$ cat src/rtl/core/clsb_pkg.sv
package clsb_pkg;

   // pin masks on the LED port
   localparam logic [7:0] PinLed1 = 8'h01;
   localparam logic [7:0] PinLed2 = 8'h02;
   localparam logic [7:0] PinLed3 = 8'h04;
   localparam logic [7:0] PinLed4 = 8'h08;
   localparam logic [7:0] PinLed5 = 8'h10;
   localparam logic [7:0] PinLed6 = 8'h40;

   localparam logic [7:0] ScanDirInit = 8'b0101_1111;

   localparam logic [15:0] PwmTopReset       = 16'd199;
   localparam logic [15:0] RampIntervalReset = 16'd200;

   localparam int CsrIndexWidth = 8;
   localparam logic [CsrIndexWidth-1:0] CsrPwmTop       = 8'd0;
   localparam logic [CsrIndexWidth-1:0] CsrRampInterval = 8'd1;

   typedef struct packed {
      logic       charge_full;
      logic       forced_full_long;
      logic       charger_present;
      logic       charge_mode;
      logic [9:0] led_pattern;
   } req_fields_type;

   typedef struct packed {
      logic       breathing_on;
      logic [7:0] tristate_out;
      logic [7:0] port_out;
   } rsp_fields_type;

endpackage

$ cat src/rtl/core/charlieplex_led_scan_breathing_top.sv
// Charlieplexed LED scan with a breathing charge indicator. Each request transfer is one
// tick: it carries the LED pattern and the charging flags, and yields exactly one response
// transfer with the port latch, the direction latch and the breathing flag after that tick.
// The response sits in a single output register and is valid in the cycle after its
// request transfer; a new request is taken every cycle as long as the response side
// takes the previous result in the same cycle. The two CSRs (index 0 pwm_top, index 1
// ramp_interval) may be written at any time the block is idle; csr_ready is always high
// and unknown indexes are ignored.
module charlieplex_led_scan_breathing_top (
   input  logic                              clock,
   input  logic                              reset,

   input  logic                              req_tvalid,
   output logic                              req_tready,
   // [9:0] led_pattern, [10] charge_mode, [11] charger_present,
   // [12] forced_full_long, [13] charge_full, [15:14] zero
   input  logic [15:0]                       req_tdata,

   output logic                              rsp_tvalid,
   input  logic                              rsp_tready,
   // [7:0] port_out, [15:8] tristate_out, [16] breathing_on, [23:17] zero
   output logic [23:0]                       rsp_tdata,

   input  logic                              csr_valid,
   output logic                              csr_ready,
   input  logic [clsb_pkg::CsrIndexWidth-1:0] csr_index,
   input  logic [15:0]                       csr_data
);

   clsb_pkg::req_fields_type req;
   clsb_pkg::rsp_fields_type rsp_ff, rsp_in;

   logic [15:0] pwm_top_ff, pwm_top_in;
   logic [15:0] ramp_interval_ff, ramp_interval_in;

   logic [7:0]  port_ff, port_in;
   logic [7:0]  tris_ff, tris_in;
   logic [1:0]  phase_ff, phase_in;
   logic [15:0] counter_ff, counter_in;
   logic [15:0] duty_ff, duty_in;
   logic [15:0] timer_ff, timer_in;
   logic        falling_ff, falling_in;
   logic        breath_ff, breath_in;
   logic        rsp_valid_ff, rsp_valid_in;

   logic        req_xfer;
   logic [9:0]  pat;
   logic [15:0] cnt_inc;
   logic [15:0] tmr_inc;

   assign req = clsb_pkg::req_fields_type'(req_tdata[13:0]);

   assign csr_ready  = 1'b1;
   assign req_tready = !rsp_valid_ff || rsp_tready;
   assign req_xfer   = req_tvalid && req_tready;

   assign rsp_tvalid = rsp_valid_ff;
   assign rsp_tdata  = {7'd0, rsp_ff};

   always_comb begin
      pwm_top_in       = pwm_top_ff;
      ramp_interval_in = ramp_interval_ff;
      if (csr_valid) begin
         unique case (csr_index)
            clsb_pkg::CsrPwmTop:       pwm_top_in       = csr_data;
            clsb_pkg::CsrRampInterval: ramp_interval_in = csr_data;
            default: ;
         endcase
      end
   end

   // one tick: charge stage, then scan stage when breathing is off
   always_comb begin
      port_in    = port_ff;
      tris_in    = tris_ff;
      phase_in   = phase_ff;
      counter_in = counter_ff;
      duty_in    = duty_ff;
      timer_in   = timer_ff;
      falling_in = falling_ff;
      breath_in  = breath_ff;
      pat        = req.led_pattern;
      cnt_inc    = counter_ff + 16'd1;
      tmr_inc    = timer_ff + 16'd1;

      if (req.charge_mode) begin
         if (req.charger_present) begin
            port_in = port_in & ~(clsb_pkg::PinLed1 | clsb_pkg::PinLed2 | clsb_pkg::PinLed6);
            tris_in = tris_in & ~(clsb_pkg::PinLed1 | clsb_pkg::PinLed2 | clsb_pkg::PinLed6);
            if (req.forced_full_long) begin
               breath_in = 1'b0;
               pat[9:8]  = 2'b00;
            end else if (req.charge_full) begin
               breath_in = 1'b0;
               pat[9:8]  = 2'b01;
            end else begin
               breath_in = 1'b1;
               if (duty_ff >= cnt_inc) begin
                  port_in = (port_in | clsb_pkg::PinLed3 | clsb_pkg::PinLed4)
                            & ~clsb_pkg::PinLed5;
                  tris_in = tris_in
                            & ~(clsb_pkg::PinLed3 | clsb_pkg::PinLed4 | clsb_pkg::PinLed5);
               end else begin
                  port_in = port_in & ~(clsb_pkg::PinLed3 | clsb_pkg::PinLed5);
                  tris_in = tris_in & ~(clsb_pkg::PinLed3 | clsb_pkg::PinLed5);
               end
               counter_in = (cnt_inc >= pwm_top_ff) ? 16'd0 : cnt_inc;
               if (tmr_inc >= ramp_interval_ff) begin
                  timer_in = 16'd0;
                  if (!falling_ff) begin
                     if (duty_ff >= pwm_top_ff) falling_in = 1'b1;
                     duty_in = duty_ff + 16'd1;
                  end else begin
                     duty_in = duty_ff - 16'd1;
                     if (duty_in == 16'd0) falling_in = 1'b0;
                  end
               end else begin
                  timer_in = tmr_inc;
               end
            end
         end
      end else begin
         breath_in  = 1'b0;
         counter_in = 16'd0;
         timer_in   = 16'd0;
      end

      if (!breath_in) begin
         tris_in = clsb_pkg::ScanDirInit;
         case (phase_ff)
            2'd0: begin
               if (pat[0]) begin
                  port_in = port_in & ~clsb_pkg::PinLed2;
                  tris_in = tris_in & ~clsb_pkg::PinLed2;
               end
               if (pat[1]) begin
                  port_in = port_in & ~clsb_pkg::PinLed3;
                  tris_in = tris_in & ~clsb_pkg::PinLed3;
               end
               if (pat[2]) begin
                  port_in = port_in & ~clsb_pkg::PinLed4;
                  tris_in = tris_in & ~clsb_pkg::PinLed4;
               end
               if (pat[3]) begin
                  port_in = port_in & ~clsb_pkg::PinLed5;
                  tris_in = tris_in & ~clsb_pkg::PinLed5;
               end
               if (pat[4]) begin
                  port_in = port_in & ~clsb_pkg::PinLed6;
                  tris_in = tris_in & ~clsb_pkg::PinLed6;
               end
               port_in = port_in | clsb_pkg::PinLed1;
               tris_in = tris_in & ~clsb_pkg::PinLed1;
            end
            2'd1: begin
               if (pat[5]) begin
                  port_in = port_in & ~clsb_pkg::PinLed4;
                  tris_in = tris_in & ~clsb_pkg::PinLed4;
               end
               if (pat[6]) begin
                  port_in = port_in & ~clsb_pkg::PinLed6;
                  tris_in = tris_in & ~clsb_pkg::PinLed6;
               end
               if (pat[7]) begin
                  port_in = port_in & ~clsb_pkg::PinLed5;
                  tris_in = tris_in & ~clsb_pkg::PinLed5;
               end
               port_in = port_in | clsb_pkg::PinLed2;
               tris_in = tris_in & ~clsb_pkg::PinLed2;
            end
            2'd2: begin
               if (pat[8]) begin
                  port_in = port_in & ~clsb_pkg::PinLed4;
                  tris_in = tris_in & ~clsb_pkg::PinLed4;
               end
               port_in = port_in | clsb_pkg::PinLed3;
               tris_in = tris_in & ~clsb_pkg::PinLed3;
            end
            default: begin
               if (pat[9]) begin
                  port_in = port_in & ~clsb_pkg::PinLed5;
                  tris_in = tris_in & ~clsb_pkg::PinLed5;
               end
               port_in = port_in | clsb_pkg::PinLed3;
               tris_in = tris_in & ~clsb_pkg::PinLed3;
            end
         endcase
         phase_in = phase_ff + 2'd1;
      end

      rsp_in.port_out     = port_in;
      rsp_in.tristate_out = tris_in;
      rsp_in.breathing_on = breath_in;
   end

   // hold the result until the response transfer, take a new one on each request transfer
   assign rsp_valid_in = req_xfer ? 1'b1 : (rsp_valid_ff && !rsp_tready);

   always_ff @(posedge clock) begin
      if (reset) begin
         pwm_top_ff       <= clsb_pkg::PwmTopReset;
         ramp_interval_ff <= clsb_pkg::RampIntervalReset;
         port_ff          <= 8'h00;
         tris_ff          <= 8'hFF;
         phase_ff         <= 2'd0;
         counter_ff       <= 16'd0;
         duty_ff          <= 16'd0;
         timer_ff         <= 16'd0;
         falling_ff       <= 1'b0;
         breath_ff        <= 1'b0;
         rsp_valid_ff     <= 1'b0;
      end else begin
         pwm_top_ff       <= pwm_top_in;
         ramp_interval_ff <= ramp_interval_in;
         rsp_valid_ff     <= rsp_valid_in;
         if (req_xfer) begin
            port_ff    <= port_in;
            tris_ff    <= tris_in;
            phase_ff   <= phase_in;
            counter_ff <= counter_in;
            duty_ff    <= duty_in;
            timer_ff   <= timer_in;
            falling_ff <= falling_in;
            breath_ff  <= breath_in;
         end
      end
   end

   always_ff @(posedge clock) begin
      if (req_xfer) begin
         rsp_ff <= rsp_in;
      end
   end

endmodule

$ cat config.mk
export PLATFORM = sky130hd
export DESIGN_NAME = charlieplex_led_scan_breathing_top
export DESIGN_NICKNAME = d
export VERILOG_FILES = /design/src/rtl/core/clsb_pkg.sv /design/src/rtl/core/charlieplex_led_scan_breathing_top.sv
export SDC_FILE = /design/constraint.sdc
export NUM_CORES = 1
export LEC_CHECK = 0
export CAP_MARGIN = 30
export CELL_PAD_IN_SITES_DETAIL_PLACEMENT = 1
export CELL_PAD_IN_SITES_GLOBAL_PLACEMENT = 1
export CORE_UTILIZATION = 53
export DETAILED_ROUTE_END_ITERATION = 8
export DONT_BUFFER_PORTS = 1
export GPL_TIMING_DRIVEN = 0
export PLACE_DENSITY_LB_ADDON = 0.1
export SLEW_MARGIN = 5
export SYNTH_ARGS = -nofsm -noshare
export SYNTH_HDL_FRONTEND = slang
export SYNTH_SLANG_ARGS = --single-unit
$ cat constraint.sdc
create_clock -name clock -period 5.35 [get_ports clock]
set_input_delay 0.2675 -clock clock [delete_from_list [all_inputs] [get_ports clock]]
set_output_delay 0.2675 -clock clock [all_outputs]
set_load 0.01 [all_outputs]
# Word-level counts from Yosys, hierarchy flattened
# Cells that the tools add are included.
# word_totals
in_bits	45
wordCells	102
register_bits	118
output_inout_bits	27
# classes
n_addsub	5
eq_ne	6
bitwise_logic	3
magnitude_cmp	4
mux	57
n_reduce_logical	13
# op_table
operator	n
$mux W16	11
$ge A16 B16 Y1	4
$mux W7	9
$mux W5	10
$add A16 B1 Y16 const B	3
$pmux W7 S3	2
$mux W4	8
$logic_not A16 Y1	1
$sub A16 B1 Y16 const B	1
$mux W2	6
$eq A8 B1 Y1 const B	1
$logic_not A8 Y1	1
$mux W1	8
$mux W8	1
$mux W3	2
$reduce_and A2 Y1	3
$reduce_and A6 Y1	1
$ne A2 B2 Y1 const B	2
$reduce_and A4 Y1	1
$not A1 Y1	3
$add A2 B1 Y2 const B	1
$eq A2 B1 Y1 const B	1
$eq A2 B2 Y1 const B	1
$logic_and A1 B1 Y1	2
other kinds (4)	5

# Logic depth before layout (Yosys ltp)
# logic_depth
depth_word	14
mapped_depth	15
depth_no_buf	14

# Worst setup path after synthesis
# OpenSTA, ideal clock, no wires.
# synth_path
path_kind	register -> register
startpoint	register timer_ff[0]
endpoint	register duty_ff[12]
setup_time_ps	116
period_less_slack_ps	2847
slack_ps	2503
n_path_buf	1
arrival_ps	2731
required_time_ps	5234
path_stages_with_launch	15
cell_sequence	dfxtp_1 ha_1 nand2_1 nor2_1 nand3_1 and2_1 or2_2 ha_1 nand2_1 nor2_1 nand4_1 a21oi_2 buf_2 a21oi_1 a31o_2
# synth_via
elab_chain_len	3
# synth_rtl
element	line	rtl
from (decl)	charlieplex_led_scan_breathing_top.sv:41	logic [15:0] timer_ff, timer_in;
from (signal assigned)	charlieplex_led_scan_breathing_top.sv:222	timer_ff <= timer_in;
$add A16 B1 Y16	charlieplex_led_scan_breathing_top.sv:84	tmr_inc = timer_ff + 16'd1;
$ge A16 B16 Y1	charlieplex_led_scan_breathing_top.sv:108	if (tmr_inc >= ramp_interval_ff) begin
$reduce_and A6 Y1 (no line)	-	
to (signal assigned)	charlieplex_led_scan_breathing_top.sv:221	duty_ff <= duty_in;
to (decl)	charlieplex_led_scan_breathing_top.sv:40	logic [15:0] duty_ff, duty_in;
# Every way passes these cells.
# A chain may end at the register's enable or synchronous reset.

# Worst setup path in the final report
# layout_path
startpoint	register timer_ff[0]
endpoint	register duty_ff[10]
# Same word-level chain as after synthesis.

==> metrics.txt <==
Slew Limit Fails=0; setup TNS=0 ps; Max stage delay on crit path=~550 ps; Synth cell types=between 70 and 80; Crit Path Class=flop to flop; total grt overflow=0; VDD IR-drop max=around 0.00019 V; fill cell count=1560; arrival time worst endpoint=roughly 4400 ps; Layout Area Growth over Synthesis=13.50%; Clk Tree Root Cell=clkbuf_16; critical path required time=roughly 5700 ps; via count=approximately 6600; synthesized cell area=a little over 7000 sq um; Min Hold Slack=6.377 ps; post-cts resize count=0; routability congestion estimate=0.8842; sequential share of the synthesized area=0.3382; buffer and inverter count on the worst path=1; CP Max Fanout=10; Worst-Margin Slew=between 800 and 900 ps; Post-synth EDFFs=15; TritonCTS clock tree=done; Hold/Removal Path Class=input port to flop; Worst setup SP type=flop; synth warn=0; top post-synthesis cells by area=dfxtp_1 (28%), ha_1 (13%), edfxtp_1 (6.3%); vias in the first global route=7218; clk buf depth=2; setup slack at placement=between 1500 and 2000 ps; drt total wl=22.84 mm; number of max-cap violations=0; Pleak=3.509 nW; I/O Pins=~70; commonest cells in the netlist=nor2_1 (106), dfxtp_1 (99), ha_1 (72), inv_1 (65), nand2_1 (65); Chip Height=118.5 microns; Final Hold Vio Count=0; clk slew on worst S/H paths=around 50 ps; setup bufs post-CTS=0; Initial Util=0.5431; Synth Register Bits=about 110; dpl hpwl=15.70 mm; Total Routing Usage GR=0.3412; IO Port Bufs=0; vias per cell=6.169; # diodes=0; count leader, synth=nor2_1; Tmin final=between 4000 and 5000 ps; ys async rst share=0; routed len/inst=roughly 21 microns; clock skew=between 8 and 9 ps; Crit path max-delay family=simple AND/OR/NAND/NOR gates; Gate Count Post-Synth=roughly 850; DRT iter0 DRCs=381; first drt pass iteration count=5; number of CTS-inserted buffers=17; crit-path cells=ha_1 -> nand2_1 -> nor2_1 -> nand3_1 -> and2_1 -> or2_2 -> ha_1 -> nand2_1 -> nor2_1 -> nand4_1 -> a21oi_2 -> clkbuf_1 -> nand3b_1 -> a21oi_1; post-synth top area share=0.2756; Die Footprint=14040 sq um; Die X=118.5 microns; # rows=42; Placeable Area=around 13000 sq um; Synth area leader=dfxtp_1; final worst-path setup slack=around 1300 ps; Final Net Count=~1000; # setup viols final=0; largest net degree at the start of global routing=17; CP Capture Type=flop; syn_area_per_cell=around 8.5 sq um; first-pass GRT wire length=~37 mm; clk_lat worst skew=roughly 430 ps; Critical-path top delay cell=a21oi_2; Routed Antenna Nets=0; FMAX=between 200 and 250 MHz; status=finished clean; initial antenna violation count=0; H-tree depth reported by CTS=4; drt drc=0; layout cells sized above 1=0.08899; period utilization=0.7589; top_reg_cell synth=dfxtp_1; PwrDens=~270 nW/um^2; clk sinks=approximately 110; unrepaired setup endpoints after global routing=false; relative slew slack=0.4361
## registers in the layout (all words and copies together), names as in the netlist
| signal | flops |
|---|---|
| breath_ff | 1 |
| counter_ff | 16 |
| duty_ff | 16 |
| falling_ff | 1 |
| phase_ff | 2 |
| port_ff | 6 |
| pwm_top_ff | 16 |
| ramp_interval_ff | 16 |
| rsp_tdata | 15 |
| rsp_tvalid | 1 |
| timer_ff | 16 |
| tris_ff | 8 |
## layout make-up
class / instances / area, sq um / share of cell area
sequential: 114 / 2432 / 0.2980
buffer: 43 / 214.0 / 0.02621
clock buffer: 24 / 481.7 / 0.05901
timing repair buffer: 13 / 135.1 / 0.01655
inverter: 66 / 247.7 / 0.03035
multi-input combinational: 631 / 4328 / 0.5302
tap: 176 / 220.2 / 0.02698
clock inverter: 8 / 103.9 / 0.01272
## routing by layer
| metal | vias to the layer above | track usage | share of wire |
|---|---|---|---|
| li1 | 3064 | - | - |
| met3 | 61 | 0.05985 | 0.046 |
| met5 | - | 0 | 0 |
| met2 | 212 | 0.6110 | 0.50 |
| met4 | 0 | 0.1638 | 0.031 |
| met1 | 3295 | 0.3914 | 0.42 |
## worst paths after layout
| path | slack [ps] | cells past startpoint | endpoint | from |
|---|---|---|---|---|
| setup / recovery | 1290 | 14 | duty_ff[10] | timer_ff[0] |
| hold / removal | 6 | 2 | ramp_interval_ff[12] | csr_data[12] |
| setup reg to reg | 1290 | 14 | duty_ff[10] | timer_ff[0] |
| hold reg to reg | 460 | 1 | tris_ff[7] | tris_ff[7] |
## kinds of logic after synthesis
| family | Yosys count | share of synthesized area |
|---|---|---|
| AO/OA/AOI/OAI | 187 | 0.1837 |
| XOR/XNOR | 29 | 0.03532 |
| adder cells (fa/ha/maj) | 72 | 0.1253 |
| buffers and inverters | 109 | 0.06419 |
| flip-flops | 114 | 0.3382 |
| multiplexers | 30 | 0.04262 |
| other | 2 | 0.001044 |
| AND/OR/NAND/NOR | 303 | 0.2096 |
## placed cells by master, fill, tap and decap left out, types with 25 or more instances in the layout
master and count:
nand2_1 65, clkbuf_1 28, a21oi_1 50, ha_1 72
nor2_1 106, inv_1 65, nand3_1 25, dfxtp_1 99
mux2i_1 25
## report_power, final
part / switching [W] / internal [W]
Clock: 0.000431 / 0.000723
Sequential: 0.0000174 / 0.000893
Combinational: 0.0000934 / 0.0000497
Total: 0.000541 / 0.00167
## what timing repair did
item / 4_1_cts / 5_1_grt
setup endpoints to repair: 0 / 0
endpoints found under the hold margin: 13 / 0
hold buffers: 12 / 0
## metrics by stage
step	cell area [sq um]	instances	power, W	utilization
after global routing	8163	1075	0.002256	0.6164
final	8163	1075	0.002206	0.6164
after CTS	8163	1075	0.002196	0.6164
after floorplan	7222	854	0.001014	-
after detailed placement	7457	1031	0.001054	0.5631
after global placement	7442	1030	0.001045	0.5620
Power figures use the tool's default switching activity.
